## src/hw/rtl/cpa_pkg.sv

```systemverilog
// shared types and constants for the contiguous page allocator
// no dependencies; imported by the interfaces and every allocator module

package cpa_pkg;

  localparam int BYTES_W    = 32;
  localparam int RES_ADDR_W = 32;
  localparam int SHIFT_W    = 5;
  localparam int PAGES_W    = 9;
  localparam int STATUS_W   = 3;
  localparam int CFG_IDX_W  = 2;
  localparam int CFG_DATA_W = 32;

  // bytes >> 4 plus round-up fits in 29 bits
  localparam int NEED_W     = 29;

  // free bitmap is stored in words of this many pages
  localparam int WORD_BITS  = 8;
  localparam int WORD_LOG2  = 3;

  localparam logic [SHIFT_W-1:0]    SHIFT_MIN  = 5'd4;
  localparam logic [SHIFT_W-1:0]    SHIFT_MAX  = 5'd16;
  localparam logic [SHIFT_W-1:0]    SHIFT_RST  = 5'd12;
  localparam logic [PAGES_W-1:0]    PAGES_RST  = 9'd256;
  localparam logic [RES_ADDR_W-1:0] BASE_RST   = 32'd0;

  typedef enum logic [STATUS_W-1:0] {
    ST_OK           = 3'd0,
    ST_NOT_ENOUGH   = 3'd1,
    ST_NO_RUN       = 3'd2,
    ST_FREE_IGNORED = 3'd3,
    ST_OUT_OF_RANGE = 3'd4,
    ST_ZERO_SIZE    = 3'd5
  } status_e;

  typedef enum logic [CFG_IDX_W-1:0] {
    CFG_PAGE_SHIFT = 2'd0,
    CFG_PAGES      = 2'd1,
    CFG_BASE       = 2'd2
  } cfg_idx_e;

  typedef enum logic [0:0] {
    CMD_ALLOC = 1'b0,
    CMD_FREE  = 1'b1
  } cmd_e;

  // controller to datapath
  typedef struct packed {
    logic    accept;
    logic    decode;
    logic    clr_start;
    logic    clr_step;
    logic    scan_start;
    logic    scan_step;
    logic    alloc_set;
    logic    free_rd;
    logic    free_set;
    logic    range_step;
    logic    load_out;
    status_e status;
  } cpa_cmd_t;

  // datapath to controller
  typedef struct packed {
    logic cfg_hit;
    logic cmd_free;
    logic clr_last;
    logic zero_size;
    logic not_enough;
    logic oor;
    logic scan_found;
    logic scan_end;
    logic free_ignored;
    logic range_last;
  } cpa_sts_t;

endpackage

```

## src/hw/rtl/cpa_if.sv

```systemverilog
// request, response and configuration channel interfaces
// depends on cpa_pkg

interface cpa_req_if import cpa_pkg::*; ();
  logic                 valid;
  logic                 ready;
  logic                 cmd;
  logic [BYTES_W-1:0]   request_bytes;
  logic [BYTES_W-1:0]   release_address;

  modport source (output valid, output cmd, output request_bytes, output release_address,
                  input ready);
  modport sink   (input valid, input cmd, input request_bytes, input release_address,
                  output ready);
endinterface

interface cpa_rsp_if import cpa_pkg::*; ();
  logic                  valid;
  logic                  ready;
  logic [STATUS_W-1:0]   status;
  logic [RES_ADDR_W-1:0] result_address;
  logic [PAGES_W-1:0]    run_pages;
  logic [PAGES_W-1:0]    free_pages;

  modport source (output valid, output status, output result_address, output run_pages,
                  output free_pages, input ready);
  modport sink   (input valid, input status, input result_address, input run_pages,
                  input free_pages, output ready);
endinterface

interface cpa_cfg_if import cpa_pkg::*; ();
  logic                  valid;
  logic                  ready;
  logic [CFG_IDX_W-1:0]  index;
  logic [CFG_DATA_W-1:0] data;

  modport source (output valid, output index, output data, input ready);
  modport sink   (input valid, input index, input data, output ready);
endinterface

```

## src/hw/rtl/cpa_dp.sv

```systemverilog
// allocator datapath: config registers, free bitmap and run length memories,
// scan counters, range writer and result register; depends on cpa_pkg

module cpa_dp import cpa_pkg::*; #(
  parameter int MAX_PAGES  = 256,
  parameter int ADDR_WIDTH = 32
) (
  input  logic                  clk_i,
  input  logic                  rst_ni,
  input  cpa_cmd_t              cmd_i,
  output cpa_sts_t              sts_o,
  input  logic                  in_cmd_i,
  input  logic [BYTES_W-1:0]    in_bytes_i,
  input  logic [BYTES_W-1:0]    in_addr_i,
  input  logic                  cfg_we_i,
  input  logic [CFG_IDX_W-1:0]  cfg_idx_i,
  input  logic [CFG_DATA_W-1:0] cfg_data_i,
  output logic [STATUS_W-1:0]   status_o,
  output logic [RES_ADDR_W-1:0] result_address_o,
  output logic [PAGES_W-1:0]    run_pages_o,
  output logic [PAGES_W-1:0]    free_pages_o
);

  localparam int PW  = (MAX_PAGES > 1) ? $clog2(MAX_PAGES) : 1;
  localparam int NW  = (MAX_PAGES + WORD_BITS - 1) / WORD_BITS;
  localparam int WW  = (NW > 1) ? $clog2(NW) : 1;
  localparam int QW  = $clog2(MAX_PAGES + WORD_BITS) + 1;
  localparam int RW  = $clog2(MAX_PAGES + 1);
  localparam int EW  = (QW > PAGES_W) ? QW : PAGES_W;
  localparam int AMW = (ADDR_WIDTH < RES_ADDR_W) ? ADDR_WIDTH : RES_ADDR_W;
  localparam logic [RES_ADDR_W-1:0] ADDR_MASK = RES_ADDR_W'((64'd1 << AMW) - 64'd1);

  // config registers
  logic [SHIFT_W-1:0]    shift_q;
  logic [PAGES_W-1:0]    pages_q;
  logic [RES_ADDR_W-1:0] base_q;

  // request registers
  logic                  cmd_q;
  logic [BYTES_W-1:0]    bytes_q;
  logic [BYTES_W-1:0]    rel_q;
  logic [NEED_W-1:0]     need_q;
  logic                  oor_q;
  logic [QW-1:0]         idx_q;

  // pool state and work counters
  logic [QW-1:0]         free_cnt_q;
  logic [PW-1:0]         clr_q;
  logic [WW-1:0]         scan_w_q;
  logic [QW-1:0]         scan_cnt_q;
  logic [QW-1:0]         scan_st_q;
  logic [QW-1:0]         lo_q;
  logic [QW-1:0]         hi_q;
  logic [WW-1:0]         wr_w_q;
  logic                  set_val_q;
  logic [QW-1:0]         run_q;
  logic [RES_ADDR_W-1:0] addr_q;

  // result register
  logic [STATUS_W-1:0]   res_status_q;
  logic [RES_ADDR_W-1:0] res_addr_q;
  logic [PAGES_W-1:0]    res_run_q;
  logic [PAGES_W-1:0]    res_free_q;

  // memories
  logic [WORD_BITS-1:0]  fmap_mem [NW];
  logic [RW-1:0]         rl_mem [MAX_PAGES];
  logic [WORD_BITS-1:0]  fm_rdata_q;
  logic [RW-1:0]         rl_rdata_q;

  logic [SHIFT_W-1:0]    eff_sh;
  logic [EW-1:0]         pages_ext;
  logic [QW-1:0]         np;
  logic [QW-1:0]         np_m1, np_m1_sh, idx_sh, st_sh, hi_m1, hi_sh, clr_sh;
  logic [WW-1:0]         last_w, idx_w, st_w, hi_w, clr_w;
  logic [BYTES_W-1:0]    byte_hi, byte_lo;
  logic [NEED_W-1:0]     need_d;
  logic [BYTES_W:0]      off;
  logic [BYTES_W-1:0]    idx_full;
  logic                  oor_d;
  logic [QW-1:0]         need_pg;
  logic [QW-1:0]         sc_cnt, sc_st, sc_p;
  logic                  sc_found;
  logic [QW-1:0]         rg_p;
  logic [WORD_BITS-1:0]  rg_mask;
  logic                  bit_free;
  logic [QW-1:0]         rl_val, avail, span;
  logic                  fm_we;
  logic [WW-1:0]         fm_waddr, fm_raddr;
  logic [WORD_BITS-1:0]  fm_wmask, fm_wdata;
  logic                  rl_we;
  logic [PW-1:0]         rl_waddr;
  logic [RW-1:0]         rl_wdata;
  logic                  cfg_hit;

  // effective page size and page count
  always_comb begin
    if (shift_q < SHIFT_MIN) begin
      eff_sh = SHIFT_MIN;
    end else if (shift_q > SHIFT_MAX) begin
      eff_sh = SHIFT_MAX;
    end else begin
      eff_sh = shift_q;
    end
    pages_ext = EW'(pages_q);
    if (pages_ext > EW'(MAX_PAGES)) begin
      np = QW'(MAX_PAGES);
    end else begin
      np = QW'(pages_ext);
    end
  end

  // page index to bitmap word
  assign np_m1    = np - QW'(1);
  assign np_m1_sh = np_m1 >> WORD_LOG2;
  assign last_w   = np_m1_sh[WW-1:0];
  assign idx_sh   = idx_q >> WORD_LOG2;
  assign idx_w    = idx_sh[WW-1:0];
  assign st_sh    = scan_st_q >> WORD_LOG2;
  assign st_w     = st_sh[WW-1:0];
  assign hi_m1    = hi_q - QW'(1);
  assign hi_sh    = hi_m1 >> WORD_LOG2;
  assign hi_w     = hi_sh[WW-1:0];
  assign clr_sh   = QW'(clr_q) >> WORD_LOG2;
  assign clr_w    = clr_sh[WW-1:0];

  // round bytes up to pages; translate release address to page index
  always_comb begin
    byte_hi  = bytes_q >> eff_sh;
    byte_lo  = bytes_q & ~({BYTES_W{1'b1}} << eff_sh);
    need_d   = NEED_W'(byte_hi) + NEED_W'(byte_lo != '0);
    off      = {1'b0, rel_q} - {1'b0, base_q};
    idx_full = off[BYTES_W-1:0] >> eff_sh;
    oor_d    = off[BYTES_W] || (idx_full >= BYTES_W'(np));
  end

  assign need_pg = QW'(need_q);

  // first-fit scan over one bitmap word
  always_comb begin
    sc_cnt   = scan_cnt_q;
    sc_st    = scan_st_q;
    sc_found = 1'b0;
    sc_p     = '0;
    for (int b = 0; b < WORD_BITS; b++) begin
      sc_p = (QW'(scan_w_q) << WORD_LOG2) | QW'(b);
      if (!sc_found && (sc_p < np)) begin
        if (fm_rdata_q[b]) begin
          if (sc_cnt == '0) begin
            sc_st = sc_p;
          end
          sc_cnt = sc_cnt + QW'(1);
          if (sc_cnt == need_pg) begin
            sc_found = 1'b1;
          end
        end else begin
          sc_cnt = '0;
        end
      end
    end
  end

  // bits of the current word that fall inside [lo, hi)
  always_comb begin
    rg_mask = '0;
    rg_p    = '0;
    for (int b = 0; b < WORD_BITS; b++) begin
      rg_p       = (QW'(wr_w_q) << WORD_LOG2) | QW'(b);
      rg_mask[b] = (rg_p >= lo_q) && (rg_p < hi_q);
    end
  end

  // free request check and released span
  always_comb begin
    bit_free = fm_rdata_q[idx_q[WORD_LOG2-1:0]];
    rl_val   = QW'(rl_rdata_q);
    avail    = np - idx_q;
    span     = (rl_val > avail) ? avail : rl_val;
  end

  // memory ports
  always_comb begin
    if (cmd_i.scan_step) begin
      fm_raddr = scan_w_q + WW'(1);
    end else if (cmd_i.free_rd) begin
      fm_raddr = idx_w;
    end else begin
      fm_raddr = '0;
    end
    fm_we    = cmd_i.clr_step || cmd_i.range_step;
    fm_waddr = cmd_i.clr_step ? clr_w : wr_w_q;
    fm_wmask = cmd_i.clr_step ? {WORD_BITS{1'b1}} : rg_mask;
    fm_wdata = cmd_i.clr_step ? {WORD_BITS{1'b1}} : {WORD_BITS{set_val_q}};
    rl_we    = cmd_i.clr_step || cmd_i.alloc_set || cmd_i.free_set;
    if (cmd_i.clr_step) begin
      rl_waddr = clr_q;
    end else if (cmd_i.alloc_set) begin
      rl_waddr = scan_st_q[PW-1:0];
    end else begin
      rl_waddr = idx_q[PW-1:0];
    end
    rl_wdata = cmd_i.alloc_set ? RW'(need_pg) : '0;
  end

  always_ff @(posedge clk_i) begin
    if (fm_we) begin
      for (int b = 0; b < WORD_BITS; b++) begin
        if (fm_wmask[b]) begin
          fmap_mem[fm_waddr][b] <= fm_wdata[b];
        end
      end
    end
    fm_rdata_q <= fmap_mem[fm_raddr];
  end

  always_ff @(posedge clk_i) begin
    if (rl_we) begin
      rl_mem[rl_waddr] <= rl_wdata;
    end
    rl_rdata_q <= rl_mem[idx_q[PW-1:0]];
  end

  // a write beyond the register list leaves the pool alone
  always_comb begin
    case (cfg_idx_i)
      CFG_PAGE_SHIFT, CFG_PAGES, CFG_BASE: cfg_hit = cfg_we_i;
      default:                             cfg_hit = 1'b0;
    endcase
  end

  // control registers
  always_ff @(posedge clk_i or negedge rst_ni) begin
    if (!rst_ni) begin
      shift_q    <= SHIFT_RST;
      pages_q    <= PAGES_RST;
      base_q     <= BASE_RST;
      free_cnt_q <= '0;
      clr_q      <= '0;
    end else begin
      if (cfg_we_i) begin
        case (cfg_idx_i)
          CFG_PAGE_SHIFT: shift_q <= cfg_data_i[SHIFT_W-1:0];
          CFG_PAGES:      pages_q <= cfg_data_i[PAGES_W-1:0];
          CFG_BASE:       base_q  <= cfg_data_i[RES_ADDR_W-1:0];
          default:        ;
        endcase
      end
      if (cmd_i.clr_start) begin
        clr_q <= '0;
      end else if (cmd_i.clr_step) begin
        clr_q <= clr_q + PW'(1);
        if (sts_o.clr_last) begin
          free_cnt_q <= np;
        end
      end
      if (cmd_i.alloc_set) begin
        free_cnt_q <= free_cnt_q - need_pg;
      end else if (cmd_i.free_set) begin
        free_cnt_q <= free_cnt_q + span;
      end
    end
  end

  // work registers
  always_ff @(posedge clk_i) begin
    if (cmd_i.accept) begin
      cmd_q   <= in_cmd_i;
      bytes_q <= in_bytes_i;
      rel_q   <= in_addr_i;
      run_q   <= '0;
      addr_q  <= '0;
    end
    if (cmd_i.decode) begin
      need_q <= need_d;
      oor_q  <= oor_d;
      idx_q  <= QW'(idx_full);
    end
    if (cmd_i.scan_start) begin
      scan_w_q   <= '0;
      scan_cnt_q <= '0;
      scan_st_q  <= '0;
    end else if (cmd_i.scan_step) begin
      scan_w_q   <= scan_w_q + WW'(1);
      scan_cnt_q <= sc_cnt;
      scan_st_q  <= sc_st;
    end
    if (cmd_i.alloc_set) begin
      lo_q      <= scan_st_q;
      hi_q      <= scan_st_q + need_pg;
      wr_w_q    <= st_w;
      set_val_q <= 1'b0;
      run_q     <= need_pg;
      addr_q    <= (base_q + (RES_ADDR_W'(scan_st_q) << eff_sh)) & ADDR_MASK;
    end else if (cmd_i.free_set) begin
      lo_q      <= idx_q;
      hi_q      <= idx_q + span;
      wr_w_q    <= idx_w;
      set_val_q <= 1'b1;
      run_q     <= rl_val;
    end else if (cmd_i.range_step) begin
      wr_w_q <= wr_w_q + WW'(1);
    end
    if (cmd_i.load_out) begin
      res_status_q <= cmd_i.status;
      res_addr_q   <= addr_q;
      res_run_q    <= PAGES_W'(run_q);
      res_free_q   <= PAGES_W'(free_cnt_q);
    end
  end

  always_comb begin
    sts_o              = '0;
    sts_o.cfg_hit      = cfg_hit;
    sts_o.cmd_free     = (cmd_q == CMD_FREE);
    sts_o.clr_last     = (clr_q == PW'(MAX_PAGES - 1));
    sts_o.zero_size    = (need_q == '0);
    sts_o.not_enough   = (NEED_W'(free_cnt_q) < need_q);
    sts_o.oor          = oor_q;
    sts_o.scan_found   = sc_found;
    sts_o.scan_end     = (scan_w_q == last_w);
    sts_o.free_ignored = bit_free || (rl_rdata_q == '0);
    sts_o.range_last   = (wr_w_q == hi_w);
  end

  assign status_o         = res_status_q;
  assign result_address_o = res_addr_q;
  assign run_pages_o      = res_run_q;
  assign free_pages_o     = res_free_q;

endmodule

```

## src/hw/rtl/cpa_ctrl.sv

```systemverilog
// allocator controller: sequences clearing, scan, range writes and result hand-off
// depends on cpa_pkg; drives cpa_dp through cpa_cmd_t

module cpa_ctrl import cpa_pkg::*; (
  input  logic     clk_i,
  input  logic     rst_ni,
  input  logic     in_valid_i,
  output logic     in_ready_o,
  output logic     out_valid_o,
  input  logic     out_ready_i,
  input  cpa_sts_t sts_i,
  output cpa_cmd_t cmd_o
);

  typedef enum logic [3:0] {
    S_CLEAR,
    S_IDLE,
    S_DECODE,
    S_ALLOC_CHK,
    S_SCAN,
    S_ALLOC_SET,
    S_FREE_RD,
    S_FREE_CHK,
    S_RANGE,
    S_DONE
  } state_e;

  state_e  state_q;
  status_e code_q;
  logic    out_valid_q;

  always_comb begin
    cmd_o           = '0;
    cmd_o.status    = code_q;
    cmd_o.clr_start = sts_i.cfg_hit;
    case (state_q)
      S_CLEAR:     cmd_o.clr_step   = !sts_i.cfg_hit;
      S_IDLE:      cmd_o.accept     = in_valid_i;
      S_DECODE:    cmd_o.decode     = 1'b1;
      S_ALLOC_CHK: cmd_o.scan_start = !sts_i.zero_size && !sts_i.not_enough;
      S_SCAN:      cmd_o.scan_step  = 1'b1;
      S_ALLOC_SET: cmd_o.alloc_set  = 1'b1;
      S_FREE_RD:   cmd_o.free_rd    = !sts_i.oor;
      S_FREE_CHK:  cmd_o.free_set   = !sts_i.free_ignored;
      S_RANGE:     cmd_o.range_step = 1'b1;
      S_DONE:      cmd_o.load_out   = !out_valid_q || out_ready_i;
      default:     ;
    endcase
  end

  always_ff @(posedge clk_i or negedge rst_ni) begin
    if (!rst_ni) begin
      state_q     <= S_CLEAR;
      code_q      <= ST_OK;
      out_valid_q <= 1'b0;
    end else begin
      if (cmd_o.load_out) begin
        out_valid_q <= 1'b1;
      end else if (out_ready_i) begin
        out_valid_q <= 1'b0;
      end
      if (sts_i.cfg_hit) begin
        // any register write re-initializes the pool
        state_q <= S_CLEAR;
      end else begin
        case (state_q)
          S_CLEAR: begin
            if (sts_i.clr_last) state_q <= S_IDLE;
          end
          S_IDLE: begin
            if (in_valid_i) state_q <= S_DECODE;
          end
          S_DECODE: begin
            state_q <= sts_i.cmd_free ? S_FREE_RD : S_ALLOC_CHK;
          end
          S_ALLOC_CHK: begin
            if (sts_i.zero_size) begin
              code_q  <= ST_ZERO_SIZE;
              state_q <= S_DONE;
            end else if (sts_i.not_enough) begin
              code_q  <= ST_NOT_ENOUGH;
              state_q <= S_DONE;
            end else begin
              state_q <= S_SCAN;
            end
          end
          S_SCAN: begin
            if (sts_i.scan_found) begin
              state_q <= S_ALLOC_SET;
            end else if (sts_i.scan_end) begin
              code_q  <= ST_NO_RUN;
              state_q <= S_DONE;
            end
          end
          S_ALLOC_SET: begin
            code_q  <= ST_OK;
            state_q <= S_RANGE;
          end
          S_FREE_RD: begin
            if (sts_i.oor) begin
              code_q  <= ST_OUT_OF_RANGE;
              state_q <= S_DONE;
            end else begin
              state_q <= S_FREE_CHK;
            end
          end
          S_FREE_CHK: begin
            if (sts_i.free_ignored) begin
              code_q  <= ST_FREE_IGNORED;
              state_q <= S_DONE;
            end else begin
              code_q  <= ST_OK;
              state_q <= S_RANGE;
            end
          end
          S_RANGE: begin
            if (sts_i.range_last) state_q <= S_DONE;
          end
          S_DONE: begin
            if (cmd_o.load_out) state_q <= S_IDLE;
          end
          default: state_q <= S_CLEAR;
        endcase
      end
    end
  end

  assign in_ready_o  = (state_q == S_IDLE);
  assign out_valid_o = out_valid_q;

endmodule

```

## src/hw/rtl/contiguous_page_allocator_top.sv

```systemverilog
// allocate: decode, size check, scan of the bitmap words (8 pages each, up to
// ceil(pages/8)), then range writes over the words touched by the run; free: decode,
// read, check and the same range writes; one request at a time; the bitmap scan
// covers one word per cycle
// reset and every register write clear the pool one entry per cycle, with
// requests held off; results wait in an output register
// depends on cpa_pkg, cpa_if, cpa_ctrl and cpa_dp

module contiguous_page_allocator_top import cpa_pkg::*; #(
  parameter int MAX_PAGES  = 256,
  parameter int ADDR_WIDTH = 32
) (
  input  logic   clk_i,
  input  logic   rst_ni,
  cpa_req_if.sink   req,
  cpa_rsp_if.source rsp,
  cpa_cfg_if.sink   cfg
);

  cpa_cmd_t cmd;
  cpa_sts_t sts;
  logic     cfg_we;

  assign cfg.ready = 1'b1;
  assign cfg_we    = cfg.valid;

  cpa_ctrl u_ctrl (
    .clk_i       (clk_i),
    .rst_ni      (rst_ni),
    .in_valid_i  (req.valid),
    .in_ready_o  (req.ready),
    .out_valid_o (rsp.valid),
    .out_ready_i (rsp.ready),
    .sts_i       (sts),
    .cmd_o       (cmd)
  );

  cpa_dp #(
    .MAX_PAGES  (MAX_PAGES),
    .ADDR_WIDTH (ADDR_WIDTH)
  ) u_dp (
    .clk_i            (clk_i),
    .rst_ni           (rst_ni),
    .cmd_i            (cmd),
    .sts_o            (sts),
    .in_cmd_i         (req.cmd),
    .in_bytes_i       (req.request_bytes),
    .in_addr_i        (req.release_address),
    .cfg_we_i         (cfg_we),
    .cfg_idx_i        (cfg.index),
    .cfg_data_i       (cfg.data),
    .status_o         (rsp.status),
    .result_address_o (rsp.result_address),
    .run_pages_o      (rsp.run_pages),
    .free_pages_o     (rsp.free_pages)
  );

endmodule

```

## src/flat_wrapper.sv

```systemverilog
// flat-port wrapper written by rule: the top's interface ports become plain ports
module contiguous_page_allocator_top_flat import cpa_pkg::*;
#(
  parameter int MAX_PAGES  = 256,
  parameter int ADDR_WIDTH = 32
)
  (clk_i, rst_ni, req_valid, req_cmd, req_request_bytes, req_release_address, req_ready, rsp_valid, rsp_status, rsp_result_address, rsp_run_pages, rsp_free_pages, rsp_ready, cfg_valid, cfg_index, cfg_data, cfg_ready);
  cpa_req_if req_i ();
  cpa_rsp_if rsp_i ();
  cpa_cfg_if cfg_i ();
  input  logic clk_i;
  input  logic rst_ni;
  input wire logic [$bits(req_i.valid)-1:0] req_valid;
  input wire logic [$bits(req_i.cmd)-1:0] req_cmd;
  input wire logic [$bits(req_i.request_bytes)-1:0] req_request_bytes;
  input wire logic [$bits(req_i.release_address)-1:0] req_release_address;
  output wire logic [$bits(req_i.ready)-1:0] req_ready;
  output wire logic [$bits(rsp_i.valid)-1:0] rsp_valid;
  output wire logic [$bits(rsp_i.status)-1:0] rsp_status;
  output wire logic [$bits(rsp_i.result_address)-1:0] rsp_result_address;
  output wire logic [$bits(rsp_i.run_pages)-1:0] rsp_run_pages;
  output wire logic [$bits(rsp_i.free_pages)-1:0] rsp_free_pages;
  input wire logic [$bits(rsp_i.ready)-1:0] rsp_ready;
  input wire logic [$bits(cfg_i.valid)-1:0] cfg_valid;
  input wire logic [$bits(cfg_i.index)-1:0] cfg_index;
  input wire logic [$bits(cfg_i.data)-1:0] cfg_data;
  output wire logic [$bits(cfg_i.ready)-1:0] cfg_ready;
  assign req_i.valid = req_valid;
  assign req_i.cmd = req_cmd;
  assign req_i.request_bytes = req_request_bytes;
  assign req_i.release_address = req_release_address;
  assign req_ready = req_i.ready;
  assign rsp_valid = rsp_i.valid;
  assign rsp_status = rsp_i.status;
  assign rsp_result_address = rsp_i.result_address;
  assign rsp_run_pages = rsp_i.run_pages;
  assign rsp_free_pages = rsp_i.free_pages;
  assign rsp_i.ready = rsp_ready;
  assign cfg_i.valid = cfg_valid;
  assign cfg_i.index = cfg_index;
  assign cfg_i.data = cfg_data;
  assign cfg_ready = cfg_i.ready;
  contiguous_page_allocator_top #(.MAX_PAGES(MAX_PAGES), .ADDR_WIDTH(ADDR_WIDTH)) u_core (.clk_i(clk_i), .rst_ni(rst_ni), .req(req_i), .rsp(rsp_i), .cfg(cfg_i));
endmodule
```

## config.mk

```make
export PLATFORM = sky130hd
export DESIGN_NAME = contiguous_page_allocator_top_flat
export DESIGN_NICKNAME = d
export VERILOG_FILES = /design/src/hw/rtl/cpa_pkg.sv /design/src/hw/rtl/cpa_if.sv /design/src/hw/rtl/cpa_dp.sv /design/src/hw/rtl/cpa_ctrl.sv /design/src/hw/rtl/contiguous_page_allocator_top.sv /design/src/flat_wrapper.sv
export SDC_FILE = /design/constraint.sdc
export NUM_CORES = 2
export LEC_CHECK = 0
export CORE_MARGIN = 5
export CORE_UTILIZATION = 30
export DETAILED_ROUTE_END_ITERATION = 12
export DONT_BUFFER_PORTS = 1
export GPL_ROUTABILITY_DRIVEN = 0
export GPL_TIMING_DRIVEN = 0
export PLACE_DENSITY = 0.49
export SYNTH_ARGS = -nofsm -noshare
export SYNTH_HDL_FRONTEND = slang
export SYNTH_HIERARCHICAL = 1
export SYNTH_SLANG_ARGS = --single-unit
```

## constraint.sdc

```tcl
create_clock -name clk_i -period 19.6 [get_ports clk_i]
set_input_delay 0.98 -clock clk_i [delete_from_list [all_inputs] [get_ports clk_i]]
set_output_delay 0.98 -clock clk_i [all_outputs]
set_load 0.02 [all_outputs]
```

# ---- Word-level counts from Yosys, hierarchy flattened
# Memory sizes are Yosys's and may differ from the RTL's. A register that Yosys moved wholly into a read port is not among the register bits.
# Cells that the tools add are included.
dict set report word_totals {
  regBits 322
  mem_bits_rw 2560
  in_bits 104
  output_inout_bits 56
  word_cells 340
  n_memories 2
}
# memory words width rd rd_ports_with_merged_regs write_ports line
set mem_list {}
lappend mem_list {u_core.u_dp.rl_mem 256 9 1 1 1 cpa_dp.sv:67} ;# logic [RW-1:0] rl_mem [MAX_PAGES];
lappend mem_list {u_core.u_dp.fmap_mem 32 8 1 1 1 cpa_dp.sv:66} ;# logic [WORD_BITS-1:0] fmap_mem [NW];
dict set report op_classes {
  n_addsub 21
  n_lt_le_gt_ge 31
  n_eq_ne 32
  n_shift 4
  mux 156
  n_bitwise 3
  reduce_logical 64
}
# cell n
set ops {}
lappend ops {{$mux 10} 50}
lappend ops {{$add 10x1->10 const B} 8}
lappend ops {{$eq 10x10->1} 8}
lappend ops {{$ge 8x10->1} 8}
lappend ops {{$logic_not 10->1} 8}
lappend ops {{$lt 8x10->1} 8}
lappend ops {{$lt 8x9->1} 8}
lappend ops {{$mux 1} 65}
lappend ops {{$mux 32} 2}
lappend ops {{$mux 8} 6}
lappend ops {{$mux 9} 5}
lappend ops {{$mux 4} 10}
lappend ops {{$mux 5} 8}
lappend ops {{$pmux 4 s10} 1}
lappend ops {{$sub 32x32->33} 1}
lappend ops {{$add 32x32->32} 1}
lappend ops {{$and 32x32->32} 1}
lappend ops {{$ge 32x9->1} 1}
lappend ops {{$not 32->32} 1}
lappend ops {{$reduce_bool 32->1} 1}
lappend ops {{$shl 10x5->32} 1}
lappend ops {{$shl 32x5->32 const A} 1}
lappend ops {{$shr 32x5->29} 1}
lappend ops {{$shr 32x5->32} 1}
lappend ops {{46 further kinds} 106}

# ---- Longest topological paths before layout
dict set report logic_depth {
  depth_word 36
  mapped_depth 64
}

# ---- Cells and area by module
# Netlist, hierarchy kept.
# module n_inst cells_per_inst area_per_inst_um2
set by_module_without_submodules {}
lappend by_module_without_submodules {cpa_dp 1 7869 128549.5}
lappend by_module_without_submodules {cpa_ctrl 1 80 686.9}
lappend by_module_without_submodules {contiguous_page_allocator_top 1 2 11.3}

# ---- Least setup slack after synthesis
# OpenSTA, ideal clock, no wires.
dict set report synth_timing {
  path_type {register to register}
  from {register u_core.u_dp.pages_q[8]}
  to {register u_core.u_ctrl.state_q[0]}
  t_arrival_ps 12225
  required_ps 19479
  setup_slack_ps 7254
  stages_incl_launch_ff 60
  period_less_slack_ps 12346
  cell_sequence {dfstp_2 -> buf_4 -> inv_1 -> buf_1 -> nand2_1 -> ha_1 -> a211oi_2 -> o32a_2 -> clkbuf_1 -> a21oi_1 -> nor2_2 -> inv_1 -> ha_1 -> clkbuf_1 -> o221ai_1 -> or3_1 -> nand3_1 -> nor2_1 -> (+24 left out) -> nand2b_1 -> buf_2 -> a21o_1 -> ha_1 -> clkbuf_1 -> xnor2_1 -> nand3_1 -> o22ai_1 -> a2111oi_0 -> o2111ai_1 -> nor2_1 -> nand3_1 -> o31ai_1 -> buf_4 -> nor4_1 -> nor3_1 -> nor2_1 -> a22o_1}
}
dict set report synth_between {
  elab_chain_len 36
}
# item line
set synth_lines {}
lappend synth_lines {{from (decl)} cpa_dp.sv:35} ;# logic [PAGES_W-1:0] pages_q;
lappend synth_lines {{from (signal assigned)} cpa_dp.sv:243} ;# CFG_PAGES: pages_q <= cfg_data_i[PAGES_W-1:0];
lappend synth_lines {{$gt 9x9->1} cpa_dp.sv:106} ;# if (pages_ext > EW'(MAX_PAGES)) begin
lappend synth_lines {{$mux 9 (*)} cpa_dp.sv:106}
lappend synth_lines {{branches (longest 30 deep; another with $add 10x1->10)} --}
lappend synth_lines {{$mux 1 (*)} cpa_dp.sv:147} ;# if (!sc_found && (sc_p < np)) begin
lappend synth_lines {{net u_core.u_dp.sc_found} cpa_dp.sv:83} ;# logic sc_found;
lappend synth_lines {{$mux 4} cpa_ctrl.sv:88} ;# if (sts_i.scan_found) begin
lappend synth_lines {{$pmux 4 s10} cpa_ctrl.sv:66} ;# case (state_q)
lappend synth_lines {{$mux 4} cpa_ctrl.sv:62} ;# if (sts_i.cfg_hit) begin
lappend synth_lines {{to (signal assigned)} cpa_ctrl.sv:74} ;# state_q <= sts_i.cmd_free ? S_FREE_RD : S_ALLOC_CHK;
lappend synth_lines {{to (decl)} cpa_ctrl.sv:28} ;# state_e state_q;
# Mark *: on every way through the listed nets, which the timed path passes.
# A chain may end at the register's enable or synchronous reset.

# ---- Final worst setup path
dict set report layout_timing {
  from {register u_core.u_dp.pages_q[8]}
  to {register u_core.u_ctrl.state_q[2]}
}
# The elaborated chain is that of the path after synthesis.

==> results.md <==
* EDFF count, synth at 2784
* Worst skew pair latency at 0.95 ns
* Crit Path Class: reg2reg
* Dpl ws at 3.57 ns
* Adder-Cell Fraction of Synth Area at 0.0168
* Reg2Reg Setup Slack at 3.33 ns
* Antenna violations before repair at 32
* Worst Tran Pin Value at 1.57 ns
* Placed insts at 13.7k
* WHS at 0.166 ns
* Post-Syn Area per Cell at 16.3 µm²
* GR Util met3 at 0.0271
* RR Startpoint: u_core/u_dp/pages_q[8]$_DFFE_PN1P_
* Root Driver: clkbuf_16
* Final count of hold timing violations at 0
* Maximum vdd drop at 0.0000646 V
* Nets@finish at 8598
* TritonCTS buffer count at 320
* Maximum fanout along the worst path at 10
* First-pass GRT wire length at 564 mm
* Core area at 430000 µm²
* Tmin final at 16.27 ns
* Met1 usage at 0.240
* Vias in the first global route at 74.6k
* Ys Warns at 6
* Die footprint at 444000 µm²
* Largest family of logic cells by synthesized area: multiplexers
* Tot GR Track Use at 0.174
* Fmax at 0.0615 GHz
* R2r worst-path depth at 59
* Critical path's largest stage delay at 0.56 ns
* Max cap viols at 1
* Cells after synthesis at 7951
* Unique masters post-synth at 137
* Port bufs at 0
* Remaining routing DRC violations at 0
* Worst setup EP type: register
* Placed inst area at 138000 µm²
* Post-Syn Area at 129000 µm²
* Initial DRC count at 8595
* Worst Setup SP: u_core/u_dp/pages_q[8]$_DFFE_PN1P_
* Slew headroom at -0.0472
* Drt total wl at 400 mm
* Setup ws final at 3.33 ns
* RSZ-0062 raised after global routing: no
* Synth top area share at 0.647
* Die extent in x at 666 µm
* Synth area leader: edfxtp_1
* Total grt overflow at 0
* RR Endpoint: u_core/u_ctrl/state_q[2]$_DFFE_PN0P_
* Num ports at 160
* Post-synthesis simple-gate area fraction at 0.0702
* Crit path to: u_core/u_ctrl/state_q[2]$_DFFE_PN0P_
* Multiplexer area fraction after synthesis at 0.151
* Largest net degree at the start of global routing at 110
* Design Area, Final at 148000 µm²
* Routed length per placed instance at 28.0 µm
* Row Count at 241
* Post-DP HPWL at 283 mm
* Post-synthesis compound-gate area fraction at 0.0586
* Setup TNS at 0 ns
* CTS tree: done
* Data arrival time of the worst path at 17.05 ns
* Violations in the final reports: capacitance limit, slew limit
* Initial Util at 0.301
* Vias post-DR at 75.9k
* CTS Sinks at 2899
* Global routing's busiest layer: met2
* CTS clk-pin slew, worst paths at 0.06 ns
* Drt pass-1 iters at 6
* Routed Antenna Nets at 0
* Ranking of synthesized cells by area: edfxtp_1 65%, mux4_2 13%, nor2_1 2.3%
* PostCTS Resize Cnt at 0
* Hold Path Class: in2reg
* Ys async rst share at 0.0248
* Critical path data required time at 20.38 ns
* Layout area overhead at 14.3%
* CTS max path bufs at 4
* Synth Register Bits at 2899
* Xor-xnor portion of the synthesized cell area at 0.0152
* Status: complete, but fails checks
* CP max stage cell: or4_4
* Critical Path Source Type: register
* Top FF cell, synth: edfxtp_1
* H-tree levels at 5
* Worst Skew at 0.0632 ns
* PD cells at 92.8 nW/µm²
* Fin cells at 14.3k
* Layout cells sized above 1 at 0.181
* Seq/Total Area, Yosys at 0.667
* Die Ht at 666 µm
* Max Slew Vio Count at 13
* Final setup viols at 0
* Period utilization at 0.830
* Met2 usage at 0.288
* Vias per cell at 5.31
* Leakage Power at 49.5 nW
==> sequential cells by signal, indices dropped and copies added, names as in the netlist, 5 cells and up <==
name,flops
u_core/u_dp/rl_mem,2304
u_core/u_dp/fmap_mem,256
u_core/u_dp/addr_q,32
u_core/u_dp/base_q,32
u_core/u_dp/bytes_q,32
u_core/u_dp/rel_q,32
u_core/u_dp/result_address_o,32
u_core/u_dp/need_q,29
u_core/u_dp/free_cnt_q,10
u_core/u_dp/hi_q,10
u_core/u_dp/idx_q,10
u_core/u_dp/lo_q,10
u_core/u_dp/scan_cnt_q,10
u_core/u_dp/scan_st_q,10
u_core/u_dp/free_pages_o,9
u_core/u_dp/pages_q,9
u_core/u_dp/rl_rdata_q,9
u_core/u_dp/run_pages_o,9
u_core/u_dp/run_q,9
u_core/u_dp/clr_q,8
u_core/u_dp/fm_rdata_q,8
u_core/u_dp/scan_w_q,5
u_core/u_dp/shift_q,5
u_core/u_dp/wr_w_q,5
==> synth_stat cells (all sizes together) (16+ instances only) <==
library cell,n
o21ai,211
nor4,40
edfxtp,2784
nand4,49
a21oi,255
inv,181
dfrtp,69
o31ai,18
or3,31
a311oi,18
nand3,107
a21o,65
nor3,82
mux4,768
dfxtp,43
or2,17
or4,16
o22ai,21
nand2,495
mux2,73
a22oi,26
clkbuf,319
nor2b,68
and3,35
mux2i,144
o211ai,35
o21a,18
buf,145
xor2,59
o21bai,17
a211oi,167
xnor2,153
nand2b,34
a31oi,58
a2111oi,21
nor2,811
and2,90
ha,162
==> logic make-up after synthesis <==
| group | after synthesis |
|---|---|
| flip-flops | 2899 |
| AND/OR/NAND/NOR | 1947 |
| AO/OA/AOI/OAI | 1082 |
| multiplexers | 985 |
| buffers and inverters | 650 |
| XOR/XNOR | 216 |
| adder cells (fa/ha/maj) | 169 |
| other | 3 |
==> critical path, delay by kind of cell (launching register included) <==
kind | cells | cell delay, ns
simple gates | 20 | 5.33
xor+xnor | 2 | 0.35
flops | 1 | 0.41
fa+ha+maj | 5 | 1.41
buf+inv | 15 | 3.80
compound gates | 15 | 4.16
mux | 2 | 0.65
==> cell usage in the layout (no fill, tap or decap), types with 65 or more instances in the layout <==
| cell | count |
|---|---|
| inv_1 | 177 |
| xnor2_1 | 151 |
| buf_1 | 80 |
| nor3_1 | 76 |
| clkbuf_16 | 325 |
| mux2_2 | 70 |
| clkinv_1 | 80 |
| nand2_1 | 489 |
| a21oi_1 | 251 |
| ha_1 | 162 |
| mux2i_1 | 142 |
| edfxtp_1 | 2784 |
| nand3_1 | 105 |
| nor2_1 | 806 |
| dfrtp_1 | 69 |
| and2_1 | 80 |
| mux4_2 | 768 |
| a21o_1 | 65 |
| a211oi_1 | 157 |
| o21ai_0 | 184 |
| nor2b_1 | 67 |
| clkbuf_1 | 357 |
==> metrics by stage <==
stage                     power (W)   util
final                        0.0137  0.344
after global routing         0.0142  0.343
after CTS                    0.0138  0.343
after detailed placement    0.00796  0.320
after global placement      0.00796  0.317
after floorplan             0.00763      -
==> layout make-up <==
class / count / area, µm²
tap: 5710 / 7140
fill: 41100 / 282000
clock inverter: 186 / 1660
antenna: 15 / 37.5
buffer: 464 / 1970
inverter: 186 / 698
timing repair buffer: 44 / 1070
multi-input combinational: 4410 / 40400
sequential: 2899 / 86300
clock buffer: 392 / 8410
==> worst min-delay path by stage <==
| stage | depth (start not counted) | end | slack, ns | startpoint |
|---|---|---|---|---|
| 4_1_cts | 0 | u_core/u_dp/bytes_q[16]$_DFFE_PP_ | 0.09 | req_request_bytes[16] |
| 2_1_floorplan | 0 | u_core/u_dp/result_address_o[0]$_DFFE_PP_ | 0.40 | u_core/u_dp/addr_q[0]$_SDFFCE_PN0P_ |
| 5_1_grt | 0 | u_core/u_dp/bytes_q[14]$_DFFE_PP_ | 0.10 | req_request_bytes[14] |
| 6_report | 0 | u_core/u_dp/bytes_q[16]$_DFFE_PP_ | 0.17 | req_request_bytes[16] |
| 3_5_place_dp | 0 | u_core/u_dp/result_address_o[13]$_DFFE_PP_ | 0.41 | u_core/u_dp/addr_q[13]$_SDFFCE_PN0P_ |
| 3_3_place_gp | 0 | u_core/u_dp/result_address_o[16]$_DFFE_PP_ | 0.41 | u_core/u_dp/addr_q[16]$_SDFFCE_PN0P_ |
==> repair_timing <==
action / CTS / global route
buffers inserted: 0 / 0
hold endpoints to repair: 72 / 0
hold buffers: 2 / 0
==> power breakdown <==
part           internal [W]  switching (W)  total [W]
sequential          0.00675      0.0000278    0.00678
clock               0.00333        0.00250    0.00584
combinational      0.000357       0.000729    0.00109
==> metal layers <==
layer | up-vias | wire length, µm | part of all wire
li1 | 32300 | - | -
met1 | 40300 | 171000 | 0.43
met2 | 2771 | 193000 | 0.48
met3 | 553 | 25600 | 0.064
met4 | 6 | 10700 | 0.027
met5 | - | 41 | 0.00010
No activity file was read; power rests on OpenSTA's default activity.
